## src/hw/rtl/ipv4rhc_pkg.sv

```systemverilog
// ----------------------------------------------------------------------------
// IPv4 receive header check: shared definitions
// Verdict codes, register indexes, queue sizing and the per-packet record
// that the front end hands to the back end.
// ----------------------------------------------------------------------------
package ipv4rhc_pkg;

  // Number of protocol slots in the default build.
  localparam int unsigned ProtocolSlotsDefault = 4;

  // Configuration data is as wide as the widest register, the local address.
  localparam int unsigned CfgDataW = 32;

  // Register indexes of the configuration port.
  localparam int unsigned CfgLocalAddr  = 0;
  localparam int unsigned CfgSlotEnable = 1;
  localparam int unsigned CfgSlotProto0 = 2;

  // Entries in the queue between front end and back end.
  localparam int unsigned QueueDepth = 2;

  // Smallest legal header length in 32-bit words.
  localparam logic [3:0] MinHeaderWords = 4'd5;
  // Version nibble that is turned away.
  localparam logic [3:0] Ipv6Version = 4'd6;

  typedef enum logic [2:0] {
    StAccept    = 3'd0,
    StIpv6      = 3'd1,
    StBadIhl    = 3'd2,
    StShort     = 3'd3,
    StWrongDst  = 3'd4,
    StBadSum    = 3'd5,
    StNoHandler = 3'd6
  } status_e;

  // Everything the back end needs to judge one finished packet.
  typedef struct packed {
    logic [7:0]  first_byte;
    logic [15:0] sum;
    logic [15:0] rx_csum;
    logic [7:0]  protocol;
    logic [31:0] src_addr;
    logic [31:0] dst_addr;
    logic [15:0] pkt_len;
  } hdr_rec_t;

endpackage

```

## src/hw/rtl/ipv4rhc_in_if.sv

```systemverilog
// ----------------------------------------------------------------------------
// IPv4 receive header check: byte input channel
// Valid/ready channel carrying one packet byte and its last flag per word.
// ----------------------------------------------------------------------------
interface ipv4rhc_in_if;
  logic       valid;
  logic       ready;
  logic [7:0] data_byte;
  logic       last_byte;

  modport source (output valid, output data_byte, output last_byte, input ready);
  modport sink   (input valid, input data_byte, input last_byte, output ready);
endinterface

```

## src/hw/rtl/ipv4rhc_out_if.sv

```systemverilog
// ----------------------------------------------------------------------------
// IPv4 receive header check: verdict output channel
// Valid/ready channel carrying one packet verdict per word.
// ----------------------------------------------------------------------------
interface ipv4rhc_out_if;
  logic        valid;
  logic        ready;
  logic [2:0]  status;
  logic [7:0]  protocol;
  logic [31:0] source_address;
  logic [5:0]  header_bytes;
  logic [15:0] payload_bytes;

  modport source (output valid, output status, output protocol, output source_address,
                  output header_bytes, output payload_bytes, input ready);
  modport sink   (input valid, input status, input protocol, input source_address,
                  input header_bytes, input payload_bytes, output ready);
endinterface

```

## src/hw/rtl/ipv4rhc_front.sv

```systemverilog
// ----------------------------------------------------------------------------
// IPv4 receive header check: front end
// Follows the byte stream, captures header fields and keeps the running
// ones' complement sum; emits a packet record on the last byte.
// ----------------------------------------------------------------------------
module ipv4rhc_front (
  input  logic                  clk_i,
  input  logic                  rst_ni,
  input  logic                  in_valid_i,
  output logic                  in_ready_o,
  input  logic [7:0]            data_byte_i,
  input  logic                  last_byte_i,
  input  logic                  queue_full_i,
  output logic                  push_o,
  output ipv4rhc_pkg::hdr_rec_t rec_o
);
  import ipv4rhc_pkg::*;

  localparam logic [15:0] PosMax    = 16'hFFFF;
  localparam logic [15:0] PosProto  = 16'd9;
  localparam logic [15:0] PosCsumHi = 16'd10;
  localparam logic [15:0] PosCsumLo = 16'd11;
  localparam logic [15:0] PosSrcLo  = 16'd12;
  localparam logic [15:0] PosSrcHi  = 16'd15;
  localparam logic [15:0] PosDstLo  = 16'd16;
  localparam logic [15:0] PosDstHi  = 16'd19;

  logic [15:0] pos_q, pos_d;
  logic [7:0]  first_q, first_d;
  logic [15:0] sum_q, sum_d;
  logic [7:0]  pend_q, pend_d;
  logic [15:0] rxsum_q, rxsum_d;
  logic [7:0]  proto_q, proto_d;
  logic [31:0] src_q, src_d;
  logic [31:0] dst_q, dst_d;

  logic        accept;
  logic [5:0]  hdr_len;
  logic [7:0]  sum_byte;
  logic [16:0] raw_sum;
  logic [15:0] folded_sum;

  assign in_ready_o = ~queue_full_i;
  assign accept     = in_valid_i & in_ready_o;

  assign hdr_len  = (pos_q == '0) ? {data_byte_i[3:0], 2'b00} : {first_q[3:0], 2'b00};
  assign sum_byte = (pos_q == PosCsumHi || pos_q == PosCsumLo) ? 8'h00 : data_byte_i;

  // End-around carry: the fold cannot carry out again.
  assign raw_sum    = {1'b0, sum_q} + {1'b0, pend_q, sum_byte};
  assign folded_sum = raw_sum[15:0] + {15'd0, raw_sum[16]};

  always_comb begin
    first_d = first_q;
    proto_d = proto_q;
    rxsum_d = rxsum_q;
    src_d   = src_q;
    dst_d   = dst_q;
    pend_d  = pend_q;
    sum_d   = sum_q;
    if (pos_q == '0) begin
      first_d = data_byte_i;
    end
    if (pos_q == PosProto) begin
      proto_d = data_byte_i;
    end
    if (pos_q == PosCsumHi) begin
      rxsum_d = {data_byte_i, 8'h00};
    end
    if (pos_q == PosCsumLo) begin
      rxsum_d = {rxsum_q[15:8], data_byte_i};
    end
    if (pos_q >= PosSrcLo && pos_q <= PosSrcHi) begin
      src_d = {src_q[23:0], data_byte_i};
    end
    if (pos_q >= PosDstLo && pos_q <= PosDstHi) begin
      dst_d = {dst_q[23:0], data_byte_i};
    end
    if (pos_q < {10'd0, hdr_len}) begin
      if (!pos_q[0]) begin
        pend_d = sum_byte;
      end else begin
        sum_d = folded_sum;
      end
    end
    pos_d = (pos_q == PosMax) ? PosMax : pos_q + 16'd1;
  end

  assign push_o           = accept & last_byte_i;
  assign rec_o.first_byte = first_d;
  assign rec_o.sum        = sum_d;
  assign rec_o.rx_csum    = rxsum_d;
  assign rec_o.protocol   = proto_d;
  assign rec_o.src_addr   = src_d;
  assign rec_o.dst_addr   = dst_d;
  assign rec_o.pkt_len    = pos_d;

  always_ff @(posedge clk_i or negedge rst_ni) begin
    if (!rst_ni) begin
      pos_q   <= '0;
      first_q <= '0;
      sum_q   <= '0;
      pend_q  <= '0;
      rxsum_q <= '0;
      proto_q <= '0;
      src_q   <= '0;
      dst_q   <= '0;
    end else if (accept) begin
      if (last_byte_i) begin
        pos_q   <= '0;
        first_q <= '0;
        sum_q   <= '0;
        pend_q  <= '0;
        rxsum_q <= '0;
        proto_q <= '0;
        src_q   <= '0;
        dst_q   <= '0;
      end else begin
        pos_q   <= pos_d;
        first_q <= first_d;
        sum_q   <= sum_d;
        pend_q  <= pend_d;
        rxsum_q <= rxsum_d;
        proto_q <= proto_d;
        src_q   <= src_d;
        dst_q   <= dst_d;
      end
    end
  end

endmodule

```

## src/hw/rtl/ipv4rhc_fifo.sv

```systemverilog
// ----------------------------------------------------------------------------
// IPv4 receive header check: record queue
// Short first-in first-out queue of packet records between the two ends.
// ----------------------------------------------------------------------------
module ipv4rhc_fifo (
  input  logic                  clk_i,
  input  logic                  rst_ni,
  input  logic                  push_i,
  input  ipv4rhc_pkg::hdr_rec_t wdata_i,
  input  logic                  pop_i,
  output ipv4rhc_pkg::hdr_rec_t rdata_o,
  output logic                  valid_o,
  output logic                  full_o
);
  import ipv4rhc_pkg::*;

  localparam int unsigned PtrW = (QueueDepth > 1) ? $clog2(QueueDepth) : 1;
  localparam int unsigned CntW = $clog2(QueueDepth + 1);
  localparam logic [PtrW-1:0] LastPtr = PtrW'(QueueDepth - 1);
  localparam logic [CntW-1:0] FullCnt = CntW'(QueueDepth);

  hdr_rec_t          mem_q [QueueDepth];
  logic [PtrW-1:0]   wr_ptr_q, wr_ptr_d;
  logic [PtrW-1:0]   rd_ptr_q, rd_ptr_d;
  logic [CntW-1:0]   cnt_q, cnt_d;
  logic              do_push, do_pop;

  assign valid_o = (cnt_q != '0);
  assign full_o  = (cnt_q == FullCnt);
  assign do_push = push_i & ~full_o;
  assign do_pop  = pop_i & valid_o;
  assign rdata_o = mem_q[rd_ptr_q];

  always_comb begin
    wr_ptr_d = wr_ptr_q;
    rd_ptr_d = rd_ptr_q;
    cnt_d    = cnt_q;
    if (do_push) begin
      wr_ptr_d = (wr_ptr_q == LastPtr) ? '0 : wr_ptr_q + PtrW'(1);
    end
    if (do_pop) begin
      rd_ptr_d = (rd_ptr_q == LastPtr) ? '0 : rd_ptr_q + PtrW'(1);
    end
    if (do_push && !do_pop) begin
      cnt_d = cnt_q + CntW'(1);
    end else if (do_pop && !do_push) begin
      cnt_d = cnt_q - CntW'(1);
    end
  end

  always_ff @(posedge clk_i or negedge rst_ni) begin
    if (!rst_ni) begin
      wr_ptr_q <= '0;
      rd_ptr_q <= '0;
      cnt_q    <= '0;
    end else begin
      wr_ptr_q <= wr_ptr_d;
      rd_ptr_q <= rd_ptr_d;
      cnt_q    <= cnt_d;
    end
  end

  always_ff @(posedge clk_i) begin
    if (do_push) begin
      mem_q[wr_ptr_q] <= wdata_i;
    end
  end

endmodule

```

## src/hw/rtl/ipv4rhc_back.sv

```systemverilog
// ----------------------------------------------------------------------------
// IPv4 receive header check: back end
// Judges each packet record against the configuration and holds the verdict
// in an output register until it is taken.
// ----------------------------------------------------------------------------
module ipv4rhc_back #(
  parameter int unsigned ProtocolSlots = ipv4rhc_pkg::ProtocolSlotsDefault
) (
  input  logic                     clk_i,
  input  logic                     rst_ni,
  input  ipv4rhc_pkg::hdr_rec_t    rec_i,
  input  logic                     rec_valid_i,
  output logic                     pop_o,
  input  logic [31:0]              local_addr_i,
  input  logic [ProtocolSlots-1:0] slot_enable_i,
  input  logic [7:0]               slot_proto_i [ProtocolSlots],
  output logic                     out_valid_o,
  input  logic                     out_ready_i,
  output logic [2:0]               status_o,
  output logic [7:0]               protocol_o,
  output logic [31:0]              source_address_o,
  output logic [5:0]               header_bytes_o,
  output logic [15:0]              payload_bytes_o
);
  import ipv4rhc_pkg::*;

  logic        out_valid_q;
  logic [2:0]  status_q;
  logic [7:0]  protocol_q;
  logic [31:0] src_q;
  logic [5:0]  hdr_q;
  logic [15:0] payload_q;

  logic        load;
  logic        handler_hit;
  logic [5:0]  hdr_len;
  status_e     status;

  assign hdr_len = {rec_i.first_byte[3:0], 2'b00};

  always_comb begin
    handler_hit = 1'b0;
    for (int i = 0; i < ProtocolSlots; i++) begin
      if (slot_enable_i[i] && slot_proto_i[i] == rec_i.protocol) begin
        handler_hit = 1'b1;
      end
    end
  end

  // The checks are ranked: the first one that fails names the verdict.
  always_comb begin
    if (rec_i.first_byte[7:4] == Ipv6Version) begin
      status = StIpv6;
    end else if (rec_i.first_byte[3:0] < MinHeaderWords) begin
      status = StBadIhl;
    end else if ({10'd0, hdr_len} > rec_i.pkt_len) begin
      status = StShort;
    end else if (rec_i.dst_addr != local_addr_i) begin
      status = StWrongDst;
    end else if (~rec_i.sum != rec_i.rx_csum) begin
      status = StBadSum;
    end else if (!handler_hit) begin
      status = StNoHandler;
    end else begin
      status = StAccept;
    end
  end

  assign load  = rec_valid_i & (~out_valid_q | out_ready_i);
  assign pop_o = load;

  always_ff @(posedge clk_i or negedge rst_ni) begin
    if (!rst_ni) begin
      out_valid_q <= 1'b0;
    end else if (load) begin
      out_valid_q <= 1'b1;
    end else if (out_ready_i) begin
      out_valid_q <= 1'b0;
    end
  end

  always_ff @(posedge clk_i) begin
    if (load) begin
      status_q <= status;
      if (status == StAccept) begin
        protocol_q <= rec_i.protocol;
        src_q      <= rec_i.src_addr;
        hdr_q      <= hdr_len;
        payload_q  <= rec_i.pkt_len - {10'd0, hdr_len};
      end else begin
        protocol_q <= '0;
        src_q      <= '0;
        hdr_q      <= '0;
        payload_q  <= '0;
      end
    end
  end

  assign out_valid_o      = out_valid_q;
  assign status_o         = status_q;
  assign protocol_o       = protocol_q;
  assign source_address_o = src_q;
  assign header_bytes_o   = hdr_q;
  assign payload_bytes_o  = payload_q;

endmodule

```

## src/hw/rtl/ipv4_receive_header_check_top.sv

```systemverilog
// ----------------------------------------------------------------------------
// IPv4 receive header check: top level
// Streams IPv4 packets byte by byte and issues one verdict per packet.
// ----------------------------------------------------------------------------
// The block takes one packet byte per clock cycle, header first, with the
// last flag set on the final byte, and gives exactly one verdict word per
// packet. Input words are taken at full rate: the input is only held off
// when the two-entry record queue is full, which can happen only while the
// verdict output is stalled. Once the final byte is accepted, its record is
// written into the queue, and the back end's judgement of it is then loaded
// into the output register once it has room. Checks are ranked as follows,
// and the first to fail gives the status: version six, a header length of
// fewer than five words, a packet shorter than its header, a destination
// other than the local address, a header checksum mismatch, and a protocol
// not served by any enabled slot. Only an accepted packet carries protocol,
// source address, header length and payload length; a rejected one has
// them at zero. The packet length counter saturates at 65535 bytes.
// Configuration registers should be written only while no packet is in
// flight.
// ----------------------------------------------------------------------------
module ipv4_receive_header_check_top #(
  parameter int unsigned ProtocolSlots = ipv4rhc_pkg::ProtocolSlotsDefault
) (
  input  logic                                  clk_i,
  input  logic                                  rst_ni,
  input  logic                                  cfg_we_i,
  input  logic [$clog2(2 + ProtocolSlots)-1:0]  cfg_idx_i,
  input  logic [ipv4rhc_pkg::CfgDataW-1:0]      cfg_data_i,
  ipv4rhc_in_if.sink                            rx_i,
  ipv4rhc_out_if.source                         verdict_o
);
  import ipv4rhc_pkg::*;

  localparam int unsigned CfgIdxW = $clog2(2 + ProtocolSlots);

  // Configuration registers. Writes to indexes beyond the slot registers
  // fall through every compare below and are therefore ignored.
  logic [31:0]              local_addr_q;
  logic [ProtocolSlots-1:0] slot_enable_q;
  logic [7:0]               slot_proto_q [ProtocolSlots];

  always_ff @(posedge clk_i or negedge rst_ni) begin
    if (!rst_ni) begin
      local_addr_q  <= '0;
      slot_enable_q <= '0;
      for (int i = 0; i < ProtocolSlots; i++) begin
        slot_proto_q[i] <= '0;
      end
    end else if (cfg_we_i) begin
      if (cfg_idx_i == CfgIdxW'(CfgLocalAddr)) begin
        local_addr_q <= cfg_data_i[31:0];
      end
      if (cfg_idx_i == CfgIdxW'(CfgSlotEnable)) begin
        slot_enable_q <= cfg_data_i[ProtocolSlots-1:0];
      end
      for (int i = 0; i < ProtocolSlots; i++) begin
        if (cfg_idx_i == CfgIdxW'(CfgSlotProto0 + i)) begin
          slot_proto_q[i] <= cfg_data_i[7:0];
        end
      end
    end
  end

  // The front end follows the byte stream; a finished packet becomes one
  // record, which waits in the queue until the back end has room for it.
  hdr_rec_t push_rec;
  hdr_rec_t head_rec;
  logic     push;
  logic     pop;
  logic     head_valid;
  logic     queue_full;

  ipv4rhc_front u_front (
    .clk_i        (clk_i),
    .rst_ni       (rst_ni),
    .in_valid_i   (rx_i.valid),
    .in_ready_o   (rx_i.ready),
    .data_byte_i  (rx_i.data_byte),
    .last_byte_i  (rx_i.last_byte),
    .queue_full_i (queue_full),
    .push_o       (push),
    .rec_o        (push_rec)
  );

  ipv4rhc_fifo u_fifo (
    .clk_i   (clk_i),
    .rst_ni  (rst_ni),
    .push_i  (push),
    .wdata_i (push_rec),
    .pop_i   (pop),
    .rdata_o (head_rec),
    .valid_o (head_valid),
    .full_o  (queue_full)
  );

  // The back end judges the record at the head of the queue and keeps the
  // verdict in its output register until the sink takes it.
  ipv4rhc_back #(
    .ProtocolSlots (ProtocolSlots)
  ) u_back (
    .clk_i            (clk_i),
    .rst_ni           (rst_ni),
    .rec_i            (head_rec),
    .rec_valid_i      (head_valid),
    .pop_o            (pop),
    .local_addr_i     (local_addr_q),
    .slot_enable_i    (slot_enable_q),
    .slot_proto_i     (slot_proto_q),
    .out_valid_o      (verdict_o.valid),
    .out_ready_i      (verdict_o.ready),
    .status_o         (verdict_o.status),
    .protocol_o       (verdict_o.protocol),
    .source_address_o (verdict_o.source_address),
    .header_bytes_o   (verdict_o.header_bytes),
    .payload_bytes_o  (verdict_o.payload_bytes)
  );

endmodule
```

## src/flat_wrapper.sv

```systemverilog
// flat-port wrapper written by rule: the top's interface ports become plain ports
module ipv4_receive_header_check_top_flat import ipv4rhc_pkg::*;
#(
  parameter int unsigned ProtocolSlots = ipv4rhc_pkg::ProtocolSlotsDefault
)
  (clk_i, rst_ni, cfg_we_i, cfg_idx_i, cfg_data_i, rx_i_valid, rx_i_data_byte, rx_i_last_byte, rx_i_ready, verdict_o_valid, verdict_o_status, verdict_o_protocol, verdict_o_source_address, verdict_o_header_bytes, verdict_o_payload_bytes, verdict_o_ready);
  ipv4rhc_in_if rx_i_i ();
  ipv4rhc_out_if verdict_o_i ();
  input  logic clk_i;
  input  logic rst_ni;
  input  logic cfg_we_i;
  input  logic [$clog2(2 + ProtocolSlots)-1:0] cfg_idx_i;
  input  logic [ipv4rhc_pkg::CfgDataW-1:0] cfg_data_i;
  input wire logic [$bits(rx_i_i.valid)-1:0] rx_i_valid;
  input wire logic [$bits(rx_i_i.data_byte)-1:0] rx_i_data_byte;
  input wire logic [$bits(rx_i_i.last_byte)-1:0] rx_i_last_byte;
  output wire logic [$bits(rx_i_i.ready)-1:0] rx_i_ready;
  output wire logic [$bits(verdict_o_i.valid)-1:0] verdict_o_valid;
  output wire logic [$bits(verdict_o_i.status)-1:0] verdict_o_status;
  output wire logic [$bits(verdict_o_i.protocol)-1:0] verdict_o_protocol;
  output wire logic [$bits(verdict_o_i.source_address)-1:0] verdict_o_source_address;
  output wire logic [$bits(verdict_o_i.header_bytes)-1:0] verdict_o_header_bytes;
  output wire logic [$bits(verdict_o_i.payload_bytes)-1:0] verdict_o_payload_bytes;
  input wire logic [$bits(verdict_o_i.ready)-1:0] verdict_o_ready;
  assign rx_i_i.valid = rx_i_valid;
  assign rx_i_i.data_byte = rx_i_data_byte;
  assign rx_i_i.last_byte = rx_i_last_byte;
  assign rx_i_ready = rx_i_i.ready;
  assign verdict_o_valid = verdict_o_i.valid;
  assign verdict_o_status = verdict_o_i.status;
  assign verdict_o_protocol = verdict_o_i.protocol;
  assign verdict_o_source_address = verdict_o_i.source_address;
  assign verdict_o_header_bytes = verdict_o_i.header_bytes;
  assign verdict_o_payload_bytes = verdict_o_i.payload_bytes;
  assign verdict_o_i.ready = verdict_o_ready;
  ipv4_receive_header_check_top #(.ProtocolSlots(ProtocolSlots)) u_core (.clk_i(clk_i), .rst_ni(rst_ni), .cfg_we_i(cfg_we_i), .cfg_idx_i(cfg_idx_i), .cfg_data_i(cfg_data_i), .rx_i(rx_i_i), .verdict_o(verdict_o_i));
endmodule
```

## config.mk

```make
export PLATFORM = sky130hd
export DESIGN_NAME = ipv4_receive_header_check_top_flat
export DESIGN_NICKNAME = d
export VERILOG_FILES = /design/src/hw/rtl/ipv4rhc_pkg.sv /design/src/hw/rtl/ipv4rhc_in_if.sv /design/src/hw/rtl/ipv4rhc_out_if.sv /design/src/hw/rtl/ipv4rhc_front.sv /design/src/hw/rtl/ipv4rhc_fifo.sv /design/src/hw/rtl/ipv4rhc_back.sv /design/src/hw/rtl/ipv4_receive_header_check_top.sv /design/src/flat_wrapper.sv
export SDC_FILE = /design/constraint.sdc
export NUM_CORES = 1
export LEC_CHECK = 0
export BUFFER_PORTS_ARGS = -buffer_cell sky130_fd_sc_hd__buf_2
export CORE_MARGIN = 10
export CORE_UTILIZATION = 27
export CTS_CLUSTER_DIAMETER = 30
export CTS_CLUSTER_SIZE = 8
export DETAILED_ROUTE_END_ITERATION = 16
export MAX_ROUTING_LAYER = met4
export PLACE_DENSITY = 0.4
export REMOVE_ABC_BUFFERS = 1
export SLEW_MARGIN = 20
export SYNTH_ARGS = -nofsm -noshare
export SYNTH_HDL_FRONTEND = slang
export SYNTH_SLANG_ARGS = --single-unit
```

## constraint.sdc

```tcl
create_clock -name clk_i -period 7.1 [get_ports clk_i]
set_clock_uncertainty 0.1 [all_clocks]
set_input_delay 0.71 -clock clk_i [delete_from_list [all_inputs] [get_ports clk_i]]
set_output_delay 0.71 -clock clk_i [all_outputs]
set_load 0.02 [all_outputs]
```

; ---- After elaboration in Yosys (flattened, before gate mapping)
; Memories as Yosys holds them, arrays and structs flattened.
; Index checks and enable logic that the tools add are counted.
; W data, S select, Z words.
[totals]
register_bits = 274
latchBits = 0
ram_bits = 256
romBits = 0
inputBits = 49
out_inout_bits = 67
word_cells = 131
memories = 1
[memory_table]
columns = memory, depth, word_bits, rd, rd_ports_with_merged_regs, write_ports, line_no
row1 = u_core.u_fifo.mem_q, 2, 128, 1, 0, 1, ipv4rhc_fifo.sv:22  ; hdr_rec_t mem_q [QueueDepth];
[op_classes]
n_addsub = 8
n_mul = 0
div_mod_pow = 0
n_lt_le_gt_ge = 7
eq_ne = 18
shift = 0
mux = 39
n_bitwise = 9
n_reduce_logical = 25
[op_table]
columns = operator, count
row1 = $mux W16, 8
row2 = $mux W32, 4
row3 = $mux W8, 8
row4 = $eq A16 B4 Y1 const B, 3
row5 = $eq A8 B8 Y1, 4
row6 = $ne A32 B32 Y1, 1
row7 = $mux W3, 6
row8 = $add A16 B16 Y17, 1
row9 = $add A16 B1 Y16, 1
row10 = $add A16 B1 Y16 const B, 1
row11 = $eq A16 B16 Y1 const B, 1
row12 = $ge A16 B4 Y1 const B, 1
row13 = $ge A16 B5 Y1 const B, 1
row14 = $gt A6 B16 Y1, 1
row15 = $le A16 B4 Y1 const B, 1
row16 = $le A16 B5 Y1 const B, 1
row17 = $logic_not A16 Y1, 1
row18 = $lt A16 B6 Y1, 1
row19 = $ne A16 B16 Y1, 1
row20 = $not A16 Y16, 1
row21 = $sub A16 B6 Y16, 1
row22 = $reduce_and A2 Y1, 6
row23 = $mux W1, 10
row24 = $logic_and A1 B1 Y1, 8
row25 = 20 further kinds, 34

; ---- Depth between registers and ports, before layout
; An unclocked memory read counts as a cell.
[logic_depth]
depth_word = 14
ltp_mapped = 31
depth_no_buf = 28

; ---- Cells and area by module
; A second synthesis with hierarchy kept.
[hier_totals]
cells_unflattened = 1806
area_unflattened_um2 = 24841.3
[by_module_without_submodules]
columns = module, n_inst, cells_per_inst, area_each_um2, seq_area_each_um2
row1 = ipv4rhc_fifo, 1, 417, 9477.8, 7787.5
row2 = ipv4rhc_front, 1, 879, 8531.9, 3403.3
row3 = ipv4rhc_back, 1, 362, 4235.3, 1916.8
row4 = ipv4_receive_header_check_top, 1, 148, 2596.2, 1701.6

; ---- Worst setup path after synthesis
; Ideal clock, no wire load.
[synth_path]
kind = input -> register
start = input port rx_i_last_byte
end = memory u_core.u_fifo.mem_q[0][0] (netlist name), enable pin
setup_ns = 0.617
arrival_time_ns = 6.663
required_time_ns = 6.383
setup_slack_ns = -0.281
path_stages = 4
n_path_buf = 2
cell_sequence = clkbuf_1 -> clkbuf_1 -> nand2_1 -> nor2_1
[synth_via]
elab_chain_cells = 4
[synth_lines]
columns = element, line_no
row1 = start: declaration, flat_wrapper.sv:16  ; input wire logic [$bits(rx_i_i.last_byte)-1:0] rx_i_last_byte;
row2 = $and A1 B1 Y1, ipv4rhc_front.sv:89  ; assign push_o = accept & last_byte_i;
row3 = $and A1 B1 Y1, ipv4rhc_fifo.sv:30  ; assign do_push = push_i & ~full_o;
row4 = $mux W1, ipv4rhc_fifo.sv:64  ; if (do_push) begin
row5 = $mux W1 (implied by the code), ipv4rhc_fifo.sv:65  ; mem_q[wr_ptr_q] <= wdata_i;
row6 = end: declaration, ipv4rhc_fifo.sv:22
; No other way between the ends.

==> impl_results.html <==
<table>
<tr><th>Metric</th><th>Value</th></tr>
<tr><th colspan="2">Synthesis</th></tr>
<tr><td>Mapped Area</td><td>23,600 um2</td></tr>
<tr><td>Number of storage elements in the synthesis netlist</td><td>528</td></tr>
<tr><td>Synth area leader</td><td>sky130_fd_sc_hd__edfxtp_1</td></tr>
<tr><td>Library cell with the highest instance count after synthesis</td><td>sky130_fd_sc_hd__edfxtp_1</td></tr>
<tr><td>Synthesis Warnings</td><td>0</td></tr>
<tr><td>Leading post-synthesis cells by cell area</td><td>sky130_fd_sc_hd__edfxtp_1 (41%), sky130_fd_sc_hd__dfrtp_1 (22%), sky130_fd_sc_hd__mux2_2 (7.5%)</td></tr>
<tr><td>Count of distinct cell types in the synthesized netlist</td><td>81</td></tr>
<tr><td>Cell count after synthesis</td><td>1,684</td></tr>
<tr><td>EDFF count, synth</td><td>319</td></tr>
<tr><td>Main flop type after synthesis</td><td>sky130_fd_sc_hd__edfxtp_1</td></tr>
<tr><td>Async S/R FF share, synth</td><td>39.6%</td></tr>
<tr><td>Area share of the largest cell type after synthesis</td><td>40.7%</td></tr>
<tr><td>Ranking of synthesized cells by instance count</td><td>sky130_fd_sc_hd__edfxtp_1 (319), sky130_fd_sc_hd__dfrtp_1 (209), sky130_fd_sc_hd__mux2_2 (157), sky130_fd_sc_hd__xnor2_1 (124), sky130_fd_sc_hd__a22o_1 (117)</td></tr>
<tr><td>Sequential element share of the synthesized area</td><td>62.9%</td></tr>
<tr><td>Post-Synthesis Mean Instance Area</td><td>14.0 um2</td></tr>
<tr><th colspan="2">Routing</th></tr>
<tr><td>Count of vias placed by the detailed router</td><td>14.4k</td></tr>
<tr><td>Antenna-violating nets left</td><td>0</td></tr>
<tr><td>Via density per instance</td><td>4.58</td></tr>
<tr><td>Routed wirelength normalized by instance count</td><td>19.9 um</td></tr>
<tr><td>Detailed Routing Iterations Pass 1</td><td>5</td></tr>
<tr><td>DRC Markers</td><td>0</td></tr>
<tr><td>1st-iter DRT viols</td><td>701</td></tr>
<tr><td>Detailed-route wire length</td><td>62.4 mm</td></tr>
<tr><th colspan="2">Setup path</th></tr>
<tr><td>Slowest-stage cell, CP</td><td>sky130_fd_sc_hd__dfrtp_1</td></tr>
<tr><td>CP startpoint kind</td><td>register</td></tr>
<tr><td>Combined buffer and inverter count along the critical path</td><td>2</td></tr>
<tr><td>Critical path depth</td><td>27</td></tr>
<tr><td>Start-to-end type of the worst setup path</td><td>register to register</td></tr>
<tr><td>Critical Path Fanout Max</td><td>8</td></tr>
<tr><td>Critical Path AT</td><td>6.43 ns</td></tr>
<tr><td>Worst path most repeated cell</td><td>sky130_fd_sc_hd__ha_1</td></tr>
<tr><td>Cell depth of the worst flop-to-flop path</td><td>27</td></tr>
<tr><td>Top Family by Delay on Critical Path</td><td>compound AO/OA/AOI/OAI gates</td></tr>
<tr><td>Worst path required time</td><td>7.42 ns</td></tr>
<tr><td>CP max stage delay</td><td>0.47 ns</td></tr>
<tr><td>Kind of capture point of the worst setup path</td><td>register</td></tr>
<tr><th colspan="2">Timing</th></tr>
<tr><td>Actual slew at the worst max-slew pin</td><td>1.03 ns</td></tr>
<tr><td>Final critical path time including I/O delays and setup</td><td>6.11 ns</td></tr>
<tr><td>Number of setup violations in the final report</td><td>0</td></tr>
<tr><td>Endpoints failing hold</td><td>0</td></tr>
<tr><td>Headroom to the max-slew limit</td><td>31.2%</td></tr>
<tr><td>Number of max-slew violations in the final report</td><td>0</td></tr>
<tr><td>Max Clock Freq</td><td>164 MHz</td></tr>
<tr><td>Hold Worst Slack</td><td>0.153 ns</td></tr>
<tr><td>Tcrit/Tclk final</td><td>86.1%</td></tr>
<tr><td>Final total negative setup slack</td><td>0 ns</td></tr>
<tr><td>Unrepaired setup endpoints after global routing</td><td>no</td></tr>
<tr><th colspan="2">CTS</th></tr>
<tr><td>Root Buffer</td><td>sky130_fd_sc_hd__clkbuf_16</td></tr>
<tr><td>Buffer levels on the longest clock path</td><td>3</td></tr>
<tr><td>CTS tree</td><td>done</td></tr>
<tr><td>H-tree levels</td><td>4</td></tr>
<tr><td>Sinks on the clock net</td><td>528</td></tr>
<tr><td>Clock slew at reported path FFs</td><td>0.04 ns</td></tr>
<tr><td>Clock buffer count from CTS</td><td>139</td></tr>
<tr><td>Buffers inserted during post-CTS setup optimization</td><td>0</td></tr>
<tr><td>Clock insertion delay at the later pin of the skew report</td><td>0.70 ns</td></tr>
<tr><th colspan="2">Finish</th></tr>
<tr><td>Synthesis-to-finish area growth</td><td>28.1%</td></tr>
<tr><td>Number of nets in the final layout</td><td>1,948</td></tr>
<tr><td>Utilization after layout</td><td>34.8%</td></tr>
<tr><td>Final non-filler cell area</td><td>30,200 um2</td></tr>
<tr><td>Share of post-route cells with drive strength above 1</td><td>27.9%</td></tr>
<tr><th colspan="2">Hold path</th></tr>
<tr><td>Type of the tightest min-delay check</td><td>primary input to register</td></tr>
<tr><td>Worst hold path stage count</td><td>2</td></tr>
<tr><th colspan="2">Flow run</th></tr>
<tr><td>Max-cap violations</td><td>0</td></tr>
<tr><th colspan="2">Power</th></tr>
<tr><td>Total power</td><td>13.1 mW</td></tr>
<tr><td>Total power density per cell area</td><td>435 nW/um2</td></tr>
<tr><td>Leakage power</td><td>12.1 nW</td></tr>
<tr><td>Max rail drop VDD</td><td>196 uV</td></tr>
<tr><th colspan="2">GRT</th></tr>
<tr><td>Remaining global-route overflow</td><td>0</td></tr>
<tr><td>Wire length of the first global-routing pass</td><td>95.5 mm</td></tr>
<tr><td>Initial antenna violation count</td><td>3</td></tr>
<tr><td>Pin count of the biggest net entering global routing</td><td>137</td></tr>
<tr><td>Via count of the first global-routing pass</td><td>15.7k</td></tr>
<tr><td>Total routing usage reported by global routing</td><td>12.9%</td></tr>
<tr><th colspan="2">Die</th></tr>
<tr><td>Die height</td><td>315 um</td></tr>
<tr><td>I/O pin count</td><td>116</td></tr>
<tr><td>Die extent in x</td><td>315 um</td></tr>
<tr><td>Placement Rows</td><td>108</td></tr>
<tr><td>Core outline area</td><td>86,600 um2</td></tr>
<tr><td>Area of the die</td><td>99,400 um2</td></tr>
<tr><td>Starting density of the core</td><td>27.2%</td></tr>
<tr><th colspan="2">Outcome</th></tr>
<tr><td>Status</td><td>completed</td></tr>
<tr><th colspan="2">Placed design</th></tr>
<tr><td>Standard cell area after detailed placement</td><td>25,400 um2</td></tr>
<tr><td>Weighted congestion reported at the end of routability-driven placement</td><td>0.817</td></tr>
<tr><td>I/O Buffers</td><td>113</td></tr>
<tr><td>Detailed placer's ending HPWL</td><td>38.9 mm</td></tr>
</table>
routing by layer:
| metal | routed length [um] | global-route usage [%] |
|---|---|---|
| met5 | 0 | - |
| met2 | 30600 | 20.9 |
| met3 | 2570 | 3.10 |
| met1 | 27800 | 15.5 |
| met4 | 1450 | 4.93 |
kinds of logic (layout without fill, tap and decap cells):
logic type / Yosys count / after routing / synth area share, %
AO/OA/AOI/OAI: 283 / 283 / 9.06
XOR/XNOR: 150 / 150 / 5.64
adder cells (fa/ha/maj): 28 / 28 / 1.54
buffers and inverters: 120 / 422 / 2.14
flip-flops: 528 / 528 / 62.9
multiplexers: 253 / 253 / 11.6
other: 1 / 4 / 0.0159
AND/OR/NAND/NOR: 321 / 321 / 7.13
cell type report:
class / instances / area (um2)
Fill cell: 8342 / 56400
Inverter: 27 / 103
Sequential cell: 528 / 14800
Multi-Input combinational cell: 1037 / 8290
Tap cell: 1155 / 1450
Clock buffer: 187 / 3860
Clock inverter: 69 / 833
Antenna cell: 2 / 5.00
Timing Repair Buffer: 139 / 831
stage by stage:
| stage | cells | worst slack, ns |
|---|---|---|
| global route | 3144 | 0.449 |
| CTS | 3141 | 0.956 |
| floorplan | 1592 | -0.199 |
| global placement | 2884 | 1.11 |
| detailed placement | 2884 | 0.991 |
| finish | 3144 | 0.986 |
worst paths after layout:
check	slack, ns	from	to
setup / recovery	0.99	u_core.u_front.pos_q[0]	u_core.u_fifo.mem_q[0][118]
hold / removal	0.15	cfg_data_i[22]	u_core.local_addr_q[22]
setup reg to reg	0.99	u_core.u_front.pos_q[0]	u_core.u_fifo.mem_q[0][118]
hold reg to reg	0.38	u_core.u_front.first_q[3]	u_core.u_front.first_q[3]
max in group asynchronous	4.98	rst_ni	u_core.u_fifo.rd_ptr_q
min in group asynchronous	0.55	rst_ni	u_core.u_front.dst_q[31]
sequential cells by signal (all words and copies together), names as in the netlist, 16 cells and up:
name                            flops
u_core.u_front.src_q               32
u_core.slot_proto_q                32
u_core.u_back.source_address_o     32
u_core.u_back.payload_bytes_o      16
u_core.local_addr_q                32
u_core.u_front.sum_q               16
u_core.u_fifo.mem_q               256
u_core.u_front.pos_q               16
u_core.u_front.dst_q               32
u_core.u_front.rxsum_q             16
worst reg2reg max path: cells and delay by family (launching register included):
kind	cells	cell delay (ns)
adders and majority gates	5	1.18
buffers and inverters	2	0.21
xor gates and xnor gates	1	0.18
and+or+nand+nor	10	1.77
DFF	1	0.47
AOI/OAI and AO/OA	9	1.95
cells in the final DEF, fill, tap and decap left out, types with 18 or more instances in the layout:
master                        n
sky130_fd_sc_hd__a21oi_1     48
sky130_fd_sc_hd__a22o_1     117
sky130_fd_sc_hd__buf_2      112
sky130_fd_sc_hd__buf_4       21
sky130_fd_sc_hd__clkbuf_1    32
sky130_fd_sc_hd__clkbuf_16  143
sky130_fd_sc_hd__clkinv_2    31
sky130_fd_sc_hd__dfrtp_1    208
sky130_fd_sc_hd__edfxtp_1   319
sky130_fd_sc_hd__ha_1        25
sky130_fd_sc_hd__inv_1       26
sky130_fd_sc_hd__mux2_2     157
sky130_fd_sc_hd__mux2i_1     96
sky130_fd_sc_hd__nand2_1     58
sky130_fd_sc_hd__nor2_1     105
sky130_fd_sc_hd__nor3_1      18
sky130_fd_sc_hd__nor4_1      21
sky130_fd_sc_hd__o21ai_0     39
sky130_fd_sc_hd__xnor2_1    124
sky130_fd_sc_hd__xor2_1      25
report_power, final:
group | switching, mW | total [mW] | leakage, nW | internal [mW]
Sequential | 0.359 | 4.29 | 5.77 | 3.93
Clock | 1.87 | 6.18 | 2.30 | 4.30
Combinational | 1.65 | 2.66 | 4.05 | 1.00
timing repair:
action	4_1_cts	5_1_grt
gates resized for setup	0	0
hold endpoints to repair	73	0
endpoints found under the setup margin	0	0
hold buffers	1	0
No activity file was read; power rests on OpenSTA's default activity.
